[config.mk]
export PLATFORM = sky130hd
export DESIGN_NAME = ir_carrier_uart_transmitter_top_flat
export DESIGN_NICKNAME = d
export VERILOG_FILES = /design/src/hdl/irtx_pkg.sv /design/src/hdl/irtx_if.sv /design/src/hdl/irtx_frame_core.sv /design/src/hdl/ir_carrier_uart_transmitter_top.sv /design/src/flat_wrapper.sv
export SDC_FILE = /design/constraint.sdc
export NUM_CORES = 1
export LEC_CHECK = 0
export BUFFER_PORTS_ARGS = -buffer_cell sky130_fd_sc_hd__buf_2
export CORE_MARGIN = 5
export CORE_UTILIZATION = 45
export DETAILED_ROUTE_END_ITERATION = 12
export PLACE_DENSITY = 0.74
export SETUP_SLACK_MARGIN = 0.1
export SYNTH_ARGS = -nofsm -noshare
export SYNTH_HDL_FRONTEND = slang
export SYNTH_SLANG_ARGS = --single-unit
[constraint.sdc]
create_clock -name clk -period 2.9 [get_ports clk]
set_clock_uncertainty 0.15 [all_clocks]
set_input_delay 0.58 -clock clk [delete_from_list [all_inputs] [get_ports clk]]
set_output_delay 0.58 -clock clk [all_outputs]
set_load 0.05 [all_outputs]
[src/hdl/irtx_pkg.sv]
package irtx_pkg;

	localparam int unsigned SLOT_W = 4;
	localparam int unsigned BYTE_W = 8;
	localparam logic [SLOT_W-1:0] START_SLOT = 4'd0;
	localparam logic [SLOT_W-1:0] DATA_END_SLOT = 4'd9;

	typedef enum logic {
		ACT_TICK = 1'b0,
		ACT_LOAD = 1'b1
	} action_t;

	typedef struct packed {
		logic ir_level;
		logic busy_res;
		logic accepted;
	} result_t;

endpackage

[src/hdl/irtx_if.sv]
interface irtx_cmd_if;
	import irtx_pkg::*;
	logic valid;
	logic ready;
	logic action;
	logic [BYTE_W-1:0] data_byte;

	modport source (output valid, output action, output data_byte, input ready);
	modport sink (input valid, input action, input data_byte, output ready);
endinterface

interface irtx_res_if;
	logic valid;
	logic ready;
	logic ir_level;
	logic busy_res;
	logic accepted;

	modport source (output valid, output ir_level, output busy_res, output accepted, input ready);
	modport sink (input valid, input ir_level, input busy_res, input accepted, output ready);
endinterface

[src/hdl/irtx_frame_core.sv]
module irtx_frame_core
	import irtx_pkg::*;
#(
	parameter int unsigned TICKS_PER_SLOT = 16,
	parameter int unsigned FRAME_END_SLOT = 10
) (
	input  logic              clk,
	input  logic              arst_n,
	input  logic              step,
	input  logic              action,
	input  logic [BYTE_W-1:0] data_byte,
	output result_t           result
);

	localparam int unsigned PHASE_W = $clog2(TICKS_PER_SLOT);
	localparam logic [PHASE_W-1:0] PHASE_LAST = PHASE_W'(TICKS_PER_SLOT - 1);
	localparam logic [SLOT_W-1:0] END_SLOT = SLOT_W'(FRAME_END_SLOT);

	logic              idle_q, idle_d;
	logic [SLOT_W-1:0] slot_q, slot_d;
	logic [PHASE_W-1:0] phase_q, phase_d;
	logic              carrier_q, carrier_d;
	logic              bit_q, bit_d;
	logic [BYTE_W-1:0] shift_q, shift_d;
	logic [BYTE_W-1:0] pending_q, pending_d;

	always_comb begin
		idle_d    = idle_q;
		slot_d    = slot_q;
		phase_d   = phase_q;
		carrier_d = carrier_q;
		bit_d     = bit_q;
		shift_d   = shift_q;
		pending_d = pending_q;
		result    = '0;
		if (action == ACT_LOAD) begin
			if (idle_q) begin
				pending_d       = data_byte;
				slot_d          = START_SLOT;
				idle_d          = 1'b0;
				result.accepted = 1'b1;
			end
		end else begin
			result.ir_level = carrier_q & bit_q;
			carrier_d = ~carrier_q;
			if (phase_q == PHASE_LAST) begin
				phase_d = '0;
				if (!idle_q) begin
					priority if (slot_q == START_SLOT) begin
						bit_d   = 1'b1;
						shift_d = pending_q;
						slot_d  = slot_q + 1'b1;
					end else if (slot_q < DATA_END_SLOT) begin
						bit_d   = ~shift_q[0];
						shift_d = shift_q >> 1;
						slot_d  = slot_q + 1'b1;
					end else if (slot_q < END_SLOT) begin
						bit_d  = 1'b0;
						slot_d = slot_q + 1'b1;
					end else begin
						idle_d = 1'b1;
						bit_d  = 1'b0;
					end
				end
			end else begin
				phase_d = phase_q + 1'b1;
			end
		end
		result.busy_res = ~idle_d;
	end

	always_ff @(posedge clk or negedge arst_n) begin
		if (!arst_n) begin
			idle_q    <= 1'b1;
			slot_q    <= '0;
			phase_q   <= '0;
			carrier_q <= 1'b0;
			bit_q     <= 1'b0;
			shift_q   <= '0;
			pending_q <= '0;
		end else if (step) begin
			idle_q    <= idle_d;
			slot_q    <= slot_d;
			phase_q   <= phase_d;
			carrier_q <= carrier_d;
			bit_q     <= bit_d;
			shift_q   <= shift_d;
			pending_q <= pending_d;
		end
	end

	// frame never runs past the last slot
	assert property (@(posedge clk) disable iff (!arst_n) slot_q <= END_SLOT)
		else $error("slot count beyond frame end");

	// an accepted load starts a frame at the start slot
	assert property (@(posedge clk) disable iff (!arst_n)
		step && result.accepted |=> !idle_q && slot_q == START_SLOT)
		else $error("accepted load did not start a frame");

	// a refused load leaves the state alone
	assert property (@(posedge clk) disable iff (!arst_n)
		step && action == ACT_LOAD && !idle_q |=> $stable(pending_q) && $stable(phase_q))
		else $error("refused load changed state");

endmodule

[src/hdl/ir_carrier_uart_transmitter_top.sv]
// infrared serial transmitter with a carrier
// cmd channel: action 0 is one timer tick, action 1 loads data_byte. a load is
// taken only while no frame runs; a refused load still gives a result with
// accepted low, so the sender never waits on it.
// res channel: one transfer per cmd transfer, in order: ir_level (pin level for
// that tick, carrier gated), busy_res (frame in progress after the item) and
// accepted.
// a cmd item is held in the input register, which feeds the state update; its
// result is loaded into the result register when the item advances, and the
// res transfer is made from there.
// throughput: one item per cycle while res is not stalled, set by the single
// state update per item. when res is stalled the result register holds, the
// input register fills and cmd.ready drops; no item is lost or repeated.
// reset: idle, frame counters, carrier and bit level cleared, both pipeline
// stages empty.
module ir_carrier_uart_transmitter_top
	import irtx_pkg::*;
#(
	parameter int unsigned TICKS_PER_SLOT = 16,
	parameter int unsigned FRAME_END_SLOT = 10
) (
	input  logic      clk,
	input  logic      arst_n,
	irtx_cmd_if.sink  cmd,
	irtx_res_if.source res
);

	logic              valid_s1;
	logic              action_s1;
	logic [BYTE_W-1:0] data_s1;
	logic              valid_s2;
	result_t           result_s2;
	result_t           result_c;
	logic              advance;

	assign advance   = valid_s1 && (!valid_s2 || res.ready);
	assign cmd.ready = !valid_s1 || advance;

	always_ff @(posedge clk or negedge arst_n) begin
		if (!arst_n) begin
			valid_s1 <= 1'b0;
		end else if (cmd.ready) begin
			valid_s1 <= cmd.valid;
		end
	end

	always_ff @(posedge clk) begin
		if (cmd.valid && cmd.ready) begin
			action_s1 <= cmd.action;
			data_s1   <= cmd.data_byte;
		end
	end

	irtx_frame_core #(
		.TICKS_PER_SLOT(TICKS_PER_SLOT),
		.FRAME_END_SLOT(FRAME_END_SLOT)
	) u_core (
		.clk      (clk),
		.arst_n   (arst_n),
		.step     (advance),
		.action   (action_s1),
		.data_byte(data_s1),
		.result   (result_c)
	);

	always_ff @(posedge clk or negedge arst_n) begin
		if (!arst_n) begin
			valid_s2 <= 1'b0;
		end else if (!valid_s2 || res.ready) begin
			valid_s2 <= valid_s1;
		end
	end

	always_ff @(posedge clk) begin
		if (advance) begin
			result_s2 <= result_c;
		end
	end

	assign res.valid    = valid_s2;
	assign res.ir_level = result_s2.ir_level;
	assign res.busy_res = result_s2.busy_res;
	assign res.accepted = result_s2.accepted;

	// an accepted load always leaves a frame running
	assert property (@(posedge clk) disable iff (!arst_n)
		res.valid |-> (!res.accepted || res.busy_res))
		else $error("accepted without busy");

	// a load result never drives the pin
	assert property (@(posedge clk) disable iff (!arst_n)
		res.valid |-> !(res.ir_level && res.accepted))
		else $error("load result drove the pin");

	// with the result stage empty the input side is never blocked
	assert property (@(posedge clk) disable iff (!arst_n) !valid_s2 |-> cmd.ready)
		else $error("input blocked with empty result stage");

	// a stalled item in the input register holds
	assert property (@(posedge clk) disable iff (!arst_n)
		valid_s1 && !advance |=> valid_s1 && $stable(action_s1) && $stable(data_s1))
		else $error("stalled input item changed");

endmodule

[src/flat_wrapper.sv]
// flat-port wrapper written by rule: the top's interface ports become plain ports
module ir_carrier_uart_transmitter_top_flat import irtx_pkg::*;
#(
	parameter int unsigned TICKS_PER_SLOT = 16,
	parameter int unsigned FRAME_END_SLOT = 10
)
  (clk, arst_n, cmd_valid, cmd_action, cmd_data_byte, cmd_ready, res_valid, res_ir_level, res_busy_res, res_accepted, res_ready);
  irtx_cmd_if cmd_i ();
  irtx_res_if res_i ();
  input  logic clk;
  input  logic arst_n;
  input wire logic [$bits(cmd_i.valid)-1:0] cmd_valid;
  input wire logic [$bits(cmd_i.action)-1:0] cmd_action;
  input wire logic [$bits(cmd_i.data_byte)-1:0] cmd_data_byte;
  output wire logic [$bits(cmd_i.ready)-1:0] cmd_ready;
  output wire logic [$bits(res_i.valid)-1:0] res_valid;
  output wire logic [$bits(res_i.ir_level)-1:0] res_ir_level;
  output wire logic [$bits(res_i.busy_res)-1:0] res_busy_res;
  output wire logic [$bits(res_i.accepted)-1:0] res_accepted;
  input wire logic [$bits(res_i.ready)-1:0] res_ready;
  assign cmd_i.valid = cmd_valid;
  assign cmd_i.action = cmd_action;
  assign cmd_i.data_byte = cmd_data_byte;
  assign cmd_ready = cmd_i.ready;
  assign res_valid = res_i.valid;
  assign res_ir_level = res_i.ir_level;
  assign res_busy_res = res_i.busy_res;
  assign res_accepted = res_i.accepted;
  assign res_i.ready = res_ready;
  ir_carrier_uart_transmitter_top #(.TICKS_PER_SLOT(TICKS_PER_SLOT), .FRAME_END_SLOT(FRAME_END_SLOT)) u_core (.clk(clk), .arst_n(arst_n), .cmd(cmd_i), .res(res_i));
endmodule
==> results of run 1 <==
-- placed cells by master (no fill, tap or decap), types with 5 or more instances in the layout --
cell type,instances
edfxtp_1,12
nand2_1,11
a21oi_1,11
buf_2,17
inv_1,8
nand4_1,5
clkbuf_8,5
mux2_2,9
a31oi_1,6
mux2i_1,9
dfrtp_1,28
o21ai_0,5
-- stage by stage --
stage | setup WS [ps] | utilization (%)
6_report | 784 | 54.1
4_1_cts | 785 | 54.1
2_1_floorplan | 738 | -
3_3_place_gp | 877 | 51.0
5_1_grt | 630 | 54.1
3_5_place_dp | 818 | 51.0
-- worst reg2reg max path, delay by kind of cell, from the launching register on --
family / cells / cell delay, ps
and+or+nand+nor: 3 / 1060
muxes: 1 / 160
DFF: 1 / 410
adders and majority gates: 1 / 240
-- logic make-up (layout without fill, tap and decap cells) --
logic type	count (synthesis)	count (layout)	synth area share [%]
muxes	18	18	10.7
AOI/OAI and AO/OA	28	28	9.46
adders and majority gates	4	4	2.80
and+or+nand+nor	36	36	11.4
buffers and inverters	12	35	3.71
xor gates and xnor gates	2	2	0.981
DFF	41	41	60.9
-- routing by layer --
metal	part of all wire, %	GRT usage, %
met2	46	21.5
met4	3.0	7.38
met5	0	0
met1	45	17.5
met3	5.8	4.27
-- final cells by class --
type | count | area share, %
Sequential cell | 41 | 53.7
Inverter | 8 | 1.48
Timing Repair Buffer | 19 | 4.94
Multi-Input combinational cell | 88 | 31.2
Tap cell | 48 | 2.97
Clock buffer | 5 | 3.40
Clock inverter | 3 | 2.29
-- worst paths after layout --
check | slack (ps) | start | endpoint | cells after the start
worst max-delay path | 780 | u_core.u_core.phase_q[0] | u_core.u_core.shift_q[7] | 5
worst min-delay path | 150 | arst_n | u_core.res.valid | 1
worst max register to register | 780 | u_core.u_core.phase_q[0] | u_core.u_core.shift_q[7] | 5
worst min register to register | 320 | u_core.u_core.carrier_q | u_core.u_core.carrier_q | 1
max in group asynchronous | 2030 | arst_n | u_core.u_core.slot_q[3] | 1
min in group clk | 310 | cmd_action | u_core.action_s1 | 1
-- power by group through the flow --
stage / sequential (mW) / clock, mW / combinational [mW]
after floorplan: 0.800 / 0 / 0.200
after global placement: 0.806 / 0 / 0.257
after detailed placement: 0.815 / 0 / 0.273
after CTS: 0.804 / 0.470 / 0.276
after global routing: 0.822 / 0.496 / 0.309
final: 0.806 / 0.463 / 0.275
-- registers in the layout, summed over array words and instances, names as in the netlist --
signal,flops
u_core.res.valid,1
u_core.u_core.carrier_q,1
u_core.res.ir_level,1
u_core.data_s1,8
u_core.res.busy_res,1
u_core.u_core.phase_q,4
u_core.u_core.slot_q,4
u_core.valid_s1,1
u_core.u_core.shift_q,8
u_core.u_core.idle_q,1
u_core.u_core.bit_q,1
u_core.res.accepted,1
u_core.u_core.pending_q,8
u_core.action_s1,1
==> impl_metrics.env, run 1 <==
export IMPL_status="finished clean"
export IMPL_switching_share_pct=29.1
export IMPL_drive_gt1_share_pct=24.4
export IMPL_p_leak_nw=0.873
export IMPL_grt_max_degree=30
export IMPL_routedWlPerCell_um=14.8
export IMPL_layout_min_cycle_time_ps=2120
export IMPL_core_area_um2=3740
export IMPL_crit_buf_inv=0
export IMPL_syn2layout_area_growth_pct=13.4
export IMPL_seqPwrFrac_pct=52.2
export IMPL_final_cell_count_no_fill=212
export IMPL_slew_violations=0
export IMPL_wl_um=3140
export IMPL_initial_core_util_pct=47.7
export IMPL_ys_warn_count=0
export IMPL_nets=180
export IMPL_drtPass1Iterations=4
export IMPL_power_total_mw=1.54
export IMPL_multiInputGateArea_um2=632
export IMPL_netlist_instances=141
export IMPL_synth_cell_types=35
export IMPL_dieArea_um2=5330
export IMPL_required_ps=2940
export IMPL_yosys_top_cells_count="28 x dfrtp_1, 12 x edfxtp_1, 11 x a21oi_1, 11 x nand2_1"
export IMPL_cts_hold_buf=0
export IMPL_relSlewSlack_pct=57.2
export IMPL_post_place_cells=204
export IMPL_via_count=1188
export IMPL_cp_cell_sequence="ha_1 -> and4b_4 -> and4_1 -> nand2_1 -> mux2i_1"
export IMPL_internal_power_mw=1.09
export IMPL_setup_viol=0
export IMPL_htree_levels=2
export IMPL_placed_cell_area_um2=1910
export IMPL_path_clk_slew_ps=80
export IMPL_io_pins=18
export IMPL_synthTopCellsByArea="dfrtp_1 39%, edfxtp_1 20%, mux2_2 5.7%"
export IMPL_synth_most_common_cell="dfrtp_1"
export IMPL_p_comb_share_pct=17.8
export IMPL_finalCritPeriodShare_pct=73.0
export IMPL_critPathMaxFanout=17
export IMPL_synth_edf_count=12
export IMPL_yosysSeqAreaShare_pct=60.9
export IMPL_clock_latency_ps=290
export IMPL_post_cts_resized=0
export IMPL_die_w_um=73.0
export IMPL_max_freq_mhz=473
export IMPL_portBuffers=17
export IMPL_syn_nets=158
export IMPL_switching_power_uw=449
export IMPL_drtIter0Drc=25
export IMPL_cp_start_kind="register"
export IMPL_hold_viol=0
export IMPL_dp_hpwl_um=2160
export IMPL_powerDensity_nw_per_um2=762
export IMPL_tightest_slew_ps=643
export IMPL_syn_area_per_cell_um2=12.7
export IMPL_grt_pass1_vias=1187
export IMPL_ir_drop_v=0.000539
export IMPL_drc=0
export IMPL_stdcell_area_um2=2020
export IMPL_cts_tree="done"
export IMPL_rsz0062_at_grt="false"
export IMPL_crit_path_max_incr_delay_ps=570
export IMPL_syn_area_um2=1790
export IMPL_critPathSlowestCell="and4_1"
export IMPL_cts_sinks=41
export IMPL_cts_buffer_depth=2
export IMPL_async_flop_share_pct=70.7
export IMPL_crit_family="simple AND/OR/NAND/NOR gates"
export IMPL_min_path_type="input port to async pin"
export IMPL_rows=22
export IMPL_ant_nets=0
export IMPL_antenna_found_initial=0
export IMPL_fin_tns_setup_ps=0
export IMPL_grt_ovfl_total=0
export IMPL_worstSetupPathType="register to register"
export IMPL_worst_setup_path_end_kind="register"
export IMPL_holdWs_ps=149
export IMPL_drv_cap=0
export IMPL_cts_made_buffers=5
export IMPL_p_clk_share_pct=30.0
export IMPL_cts_root_buf="clkbuf_8"
export IMPL_gp_congestion=0.711
export IMPL_grt_pass1_wl_um=5620
export IMPL_grt_usage_pct=13.9
export IMPL_fill_cells=337
export IMPL_synth_seq_cells=41
export IMPL_cts_setup_buffers=0
export IMPL_synth_area_leader_cell="dfrtp_1"
export IMPL_viasPerCell=5.60
export IMPL_ys_flop_type="dfrtp_1"
export IMPL_die_y_um=73.0
export IMPL_synth_top_area_share_pct=39.2
export IMPL_seq_area_um2=1090
export IMPL_antenna_diode_count=0
export IMPL_crit_arrival_ps=2150
Power figures use the tool's default switching activity.
==> run 2, diff against run 1 <==
--- a/config.mk
+++ b/config.mk
@@ -5,11 +5,12 @@
 export SDC_FILE = /design/constraint.sdc
 export NUM_CORES = 1
 export LEC_CHECK = 0
+export ABC_AREA = 1
 export BUFFER_PORTS_ARGS = -buffer_cell sky130_fd_sc_hd__buf_2
 export CORE_MARGIN = 5
 export CORE_UTILIZATION = 45
 export DETAILED_ROUTE_END_ITERATION = 12
-export PLACE_DENSITY = 0.74
+export PLACE_DENSITY = 0.73
 export SETUP_SLACK_MARGIN = 0.1
 export SYNTH_ARGS = -nofsm -noshare
 export SYNTH_HDL_FRONTEND = slang
==> constraint.sdc (replaced) <==
create_clock -name clk -period 2.2 [get_ports clk]
set_clock_uncertainty 0.15 [all_clocks]
set_input_delay 0.44 -clock clk [delete_from_list [all_inputs] [get_ports clk]]
set_output_delay 0.44 -clock clk [all_outputs]
set_load 0.05 [all_outputs]
==> run 2 against run 1 <==
Compared with the run above:
- sequential power rose by 15%
- flip-flop and latch count did not move
- clock power rose by 56%
- core utilization fell by 1.0 points
- design area rose by 4.8%
- routed wire length fell by 1.6%
- first-iteration DRC count rose to 2.7 times the previous value
- register-to-register slack got worse by 270 ps
- global-route usage fell by 0.62 points
- power rose by 22%
- combinational power fell by 16%
- final cell count rose by 22%
==> impl_metrics.env, run 2 <==
export IMPL_hold_viol=0
export IMPL_clock_latency_ps=290
export IMPL_finalCritPeriodShare_pct=79.1
export IMPL_via_count=1240
export IMPL_p_leak_nw=1.05
export IMPL_syn2layout_area_growth_pct=15.1
export IMPL_cts_root_buf="clkbuf_8"
export IMPL_cts_sinks=41
export IMPL_synth_top_family_by_area="simple AND/OR/NAND/NOR gates"
export IMPL_synth_area_leader_cell="dfrtp_1"
export IMPL_synth_area_mux_share_pct=4.88
export IMPL_grt_usage_pct=13.3
export IMPL_holdWs_ps=18.0
export IMPL_cts_setup_buffers=0
export IMPL_slew_violations=0
export IMPL_synthTopCellsByArea="dfrtp_1 38%, edfxtp_1 20%, nand2_1 14%"
export IMPL_yosysSeqAreaShare_pct=59.0
export IMPL_synth_xor_area_share_pct=1.90
export IMPL_syn_area_per_cell_um2=9.97
export IMPL_min_path_type="input port to async pin"
export IMPL_grt_max_degree=30
export IMPL_tightest_slew_ps=654
export IMPL_dieArea_um2=5480
export IMPL_grt_pass1_wl_um=5600
export IMPL_async_flop_share_pct=70.7
export IMPL_fin_tns_setup_ps=0
export IMPL_core_area_um2=4000
export IMPL_htree_levels=2
export IMPL_drtPass1Iterations=4
export IMPL_cts_tree="done"
export IMPL_die_w_um=74.0
export IMPL_required_ps=1610
export IMPL_nets=225
export IMPL_dp_hpwl_um=2180
export IMPL_grt_ovfl_total=0
export IMPL_synth_fa_ha_area_share_pct=2.71
export IMPL_status="finished clean"
export IMPL_ir_drop_v=0.000695
export IMPL_antenna_found_initial=0
export IMPL_ys_flop_type="dfrtp_1"
export IMPL_die_y_um=74.0
export IMPL_syn_area_um2=1840
export IMPL_drtIter0Drc=68
export IMPL_fill_cells=341
export IMPL_worst_setup_path_end_kind="primary output"
export IMPL_gp_congestion=0.863
export IMPL_cp_start_kind="register"
export IMPL_crit_arrival_ps=1150
export IMPL_grt_pass1_vias=1251
export IMPL_power_total_mw=1.88
export IMPL_portBuffers=17
export IMPL_path_clk_slew_ps=80
export IMPL_setup_viol=0
export IMPL_relSlewSlack_pct=56.4
export IMPL_cts_made_buffers=5
export IMPL_critPathMaxFanout=4
export IMPL_routedWlPerCell_um=11.9
export IMPL_initial_core_util_pct=46.1
export IMPL_yosys_top_cells_count="71 x nand2_1, 28 x dfrtp_1, 13 x inv_1"
export IMPL_synth_seq_cells=41
export IMPL_ys_warn_count=0
export IMPL_synth_edf_count=12
export IMPL_rsz0062_at_grt="false"
export IMPL_synth_compound_area_share_pct=3.93
export IMPL_worstSetupPathType="register to primary output"
export IMPL_io_pins=18
export IMPL_final_cell_mix="71 x nand2_1, 28 x dfrtp_1, 17 x buf_2"
export IMPL_powerDensity_nw_per_um2=885
export IMPL_syn_nets=202
export IMPL_synth_top_area_share_pct=38.0
export IMPL_ant_nets=0
export IMPL_post_cts_resized=0
export IMPL_drv_cap=0
export IMPL_synth_most_common_cell="nand2_1"
export IMPL_antenna_diode_count=0
export IMPL_cts_buffer_depth=2
export IMPL_viasPerCell=4.79
export IMPL_drc=0
export IMPL_reg_largest_list="u_core.data_s1: 8 flops, u_core.u_core.pending_q: 8 flops, u_core.u_core.shift_q: 8 flops"
export IMPL_mostFrequentLayoutCell="nand2_1"
export IMPL_max_freq_mhz=575
export IMPL_layout_min_cycle_time_ps=1740
export IMPL_drive_gt1_share_pct=22.5
export IMPL_wl_um=3080
export IMPL_cts_hold_buf=0
export IMPL_netlist_instances=185
export IMPL_synth_simple_gate_area_share_pct=23.9
export IMPL_synth_cell_types=23
export IMPL_rows=23
run 2: changes by cell type after synthesis, moves of 3 or more:
cell and change:
a31oi_1 -6, a21oi_1 -7, mux2i_1 -9, inv_1 +5, nor2_1 +5, inv_2 +3
nand3_1 +11, o311ai_0 -3, and2_1 -3, nand4_1 -4, nand2_1 +60
run 2: worst paths after layout:
path / from / slack (ps) / endpoint / cells past startpoint
max in group asynchronous: arst_n / 1460 / u_core.u_core.slot_q[3] / 1
min in group clk: cmd_data_byte[0] / 170 / u_core.data_s1[0] / 1
min reg2reg: u_core.u_core.shift_q[2] / 330 / u_core.u_core.shift_q[2] / 2
max reg2reg: u_core.u_core.slot_q[0] / 510 / u_core.res.busy_res / 6
max: u_core.res.valid / 460 / cmd_ready / 2
min: arst_n / 20 / u_core.u_core.phase_q[1] / 1
run 2: worst max-delay path, stage by stage, from the launching register on:
cell and delay (ps):
dfrtp_1 440, nand3_1 140, buf_2 280
run 2: cells by family after synthesis:
group	count (synthesis)
xor gates and xnor gates	4
DFF	41
muxes	8
buffers and inverters	17
adders and majority gates	4
AOI/OAI and AO/OA	10
and+or+nand+nor	101
run 2: layout make-up:
| type | instances | area, um2 | area share [%] |
|---|---|---|---|
| clock buffers | 5 | 68.8 | 3.24 |
| clock inverters | 3 | 68.8 | 3.24 |
| inverters | 16 | 60.1 | 2.83 |
| multi-input cells | 127 | 689 | 32.5 |
| flip-flops and latches | 41 | 1090 | 51.2 |
| well taps | 50 | 62.6 | 2.95 |
| repair buffers | 17 | 85.1 | 4.01 |
run 2: metrics by stage:
| step | util [%] | worst slack (ps) | instances | area (um2) |
|---|---|---|---|---|
| after floorplan | - | 142 | 185 | 1840 |
| after global placement | 49.6 | 474 | 251 | 1980 |
| after detailed placement | 49.6 | 436 | 251 | 1980 |
| after CTS | 53.0 | 452 | 259 | 2120 |
| after global routing | 53.0 | 300 | 259 | 2120 |
| final | 53.0 | 460 | 259 | 2120 |
run 2: where the power goes:
| part | internal (mW) | switching [mW] | leakage, nW |
|---|---|---|---|
| Sequential | 0.864 | 0.0619 | 0.494 |
| Clock | 0.457 | 0.265 | 0.0687 |
| Combinational | 0.0767 | 0.153 | 0.488 |
| Total | 1.40 | 0.480 | 1.05 |
run 2: per-layer routing:
metal | track usage [%] | vias to the layer above | routed length (um)
li1 | - | 639 | -
met1 | 17.2 | 569 | 1480
met2 | 21.0 | 30 | 1420
met3 | 4.19 | 2 | 153
met4 | 5.23 | 0 | 34
met5 | 0 | - | 0
==> run 3, diff against run 2 <==
==> constraint.sdc (replaced) <==
create_clock -name clk -period 1.7 [get_ports clk]
set_clock_uncertainty 0.15 [all_clocks]
set_input_delay 0.34 -clock clk [delete_from_list [all_inputs] [get_ports clk]]
set_output_delay 0.34 -clock clk [all_outputs]
set_load 0.05 [all_outputs]
==> run 3 against run 2 <==
Compared with the run above:
- critical endpoint is now u_core.u_core.slot_q[3]
- count of clock-buffer cells in the layout stayed put
- final cell count up 5.4%
- global-route usage grew 0.69 points
- design area rose by 9.5%
- critical path depth grew 6
- worst setup slack got worse by 370 ps
==> impl_metrics.env, run 3 (synthesized netlist as in run 2, its figures left out) <==
export IMPL_tightest_slew_ps=341
export IMPL_ant_nets=0
export IMPL_powerDensity_nw_per_um2=1030
export IMPL_worst_setup_path_end_kind="register"
export IMPL_crit_family="simple AND/OR/NAND/NOR gates"
export IMPL_finalCritPeriodShare_pct=94.8
export IMPL_crit_buf_inv=2
export IMPL_post_place_cells=258
export IMPL_slew_violations=0
export IMPL_cts_tree="done"
export IMPL_grt_usage_pct=14.0
export IMPL_cp_start_kind="register"
export IMPL_io_pins=18
export IMPL_setup_viol=0
export IMPL_cp_cell_sequence="inv_2 -> ha_4 -> a21oi_4 -> buf_6 -> nand3_2 -> nand4_1 -> nand2_1 -> nand2_1"
export IMPL_drc=0
export IMPL_grt_pass1_vias=1273
export IMPL_min_path_type="input port to register"
export IMPL_drtPass1Iterations=4
export IMPL_dp_hpwl_um=2380
export IMPL_routedWlPerCell_um=12.8
export IMPL_pre_cts_slack_ps=49.2
export IMPL_fin_tns_setup_ps=0
export IMPL_layout_min_cycle_time_ps=1610
export IMPL_crit_top_cell="nand2_1"
export IMPL_critPathSlowestCell="dfrtp_1"
export IMPL_grt_ovfl_total=0
export IMPL_path_clk_slew_ps=80
export IMPL_required_ps=1740
export IMPL_ir_drop_v=0.000702
export IMPL_wl_um=3490
export IMPL_crit_path_max_incr_delay_ps=430
export IMPL_clock_latency_ps=290
export IMPL_final_cell_mix="63 x nand2_1, 26 x dfrtp_1, 16 x buf_2"
export IMPL_die_w_um=74.0
export IMPL_relSlewSlack_pct=77.3
export IMPL_dieArea_um2=5480
export IMPL_final_cell_count_no_fill=273
export IMPL_drtIter0Drc=67
export IMPL_via_count=1321
export IMPL_rsz0062_at_grt="true"
export IMPL_multiInputGateArea_um2=805
export IMPL_antenna_found_initial=0
export IMPL_timing_final_ws_setup_ps=88.6
export IMPL_grt_max_degree=16
export IMPL_mostFrequentLayoutCell="nand2_1"
export IMPL_drv_cap=0
export IMPL_grt_pass1_wl_um=5780
export IMPL_cts_sinks=41
export IMPL_htree_levels=2
export IMPL_portBuffers=17
export IMPL_max_freq_mhz=621
export IMPL_holdWs_ps=65.8
export IMPL_hold_viol=0
export IMPL_gp_congestion=0.883
export IMPL_core_area_um2=4000
export IMPL_initial_core_util_pct=46.1
export IMPL_worstSetupPathType="register to register"
export IMPL_drive_gt1_share_pct=35.0
export IMPL_cts_root_buf="clkbuf_8"
export IMPL_nets=239
export IMPL_syn2layout_area_growth_pct=26.0
export IMPL_seq_area_um2=1090
export IMPL_cts_made_buffers=5
export IMPL_critPathMaxFanout=4
export IMPL_reg_largest_list="u_core.data_s1: 8 flops, u_core.u_core.pending_q: 8 flops, u_core.u_core.shift_q: 8 flops"
export IMPL_cts_buffer_depth=2
export IMPL_die_y_um=74.0
export IMPL_fill_cells=312
export IMPL_viasPerCell=4.84
export IMPL_crit_arrival_ps=1650
export IMPL_rows=23
export IMPL_stdcell_area_um2=2320
export IMPL_p_leak_nw=1.12
export IMPL_antenna_diode_count=0
export IMPL_status="finished clean"
export IMPL_placed_cell_area_um2=2050
## run 3: area by class of cell
cell class,count,area share [%]
timing repair buffer,30,8.24
sequential,41,46.9
clock buffer,5,2.96
inverter,16,2.58
multi-input combinational,128,34.6
clock inverter,3,1.99
tap,50,2.69
## run 3: path summary, 6_finish.rpt
kind | start | to | slack, ps | cells after the start
worst max-delay path | u_core.u_core.slot_q[1] | u_core.u_core.slot_q[3] | 90 | 8
worst min-delay path | cmd_data_byte[0] | u_core.data_s1[0] | 70 | 1
worst max register to register | u_core.u_core.slot_q[1] | u_core.u_core.slot_q[3] | 90 | 8
worst min register to register | u_core.data_s1[3] | u_core.u_core.pending_q[3] | 330 | 1
max in group asynchronous | arst_n | u_core.u_core.shift_q[0] | 640 | 3
min in group asynchronous | arst_n | u_core.u_core.phase_q[2] | 310 | 2
## run 3: repair_timing
| action | 4_1_cts | 5_1_grt |
|---|---|---|
| hold buffers | 1 | 0 |
| cloned | 1 | 0 |
| pin swaps | 1 | 12 |
| setup endpoints to repair | 13 | 13 |
| resized for setup | 7 | 21 |
| hold endpoints to repair | 12 | 0 |
| buffers inserted | 0 | 5 |
## run 3: power by group
group          leakage [nW]  switching [mW]  internal (mW)  total, mW
sequential            0.492          0.0963           1.12       1.22
combinational         0.571           0.236          0.161      0.397
clock                0.0543           0.352          0.439      0.791
## run 3: per-layer routing
layer,vias up,global-route usage (%),part of all wire [%]
met2,40,22.2,48
met4,0,6.64,2.1
met3,7,3.65,5.2
met1,602,17.9,45
li1,672,-,-
met5,-,0,0
## run 3: per-stage QoR
| step | util, % | power [mW] |
|---|---|---|
| 2_1_floorplan | - | 1.43 |
| 3_3_place_gp | 51.3 | 1.54 |
| 3_5_place_dp | 51.3 | 1.55 |
| 4_1_cts | 55.3 | 2.36 |
| 5_1_grt | 58.1 | 2.53 |
| 6_report | 58.1 | 2.40 |
## run 3: worst register-to-register path, stage by stage (launching register included)
cell	delay [ps]
dfrtp_1	430
inv_2	130
ha_4	150
a21oi_4	50
buf_6	120
nand3_2	60
nand4_1	220
nand2_1	140
nand2_1	60
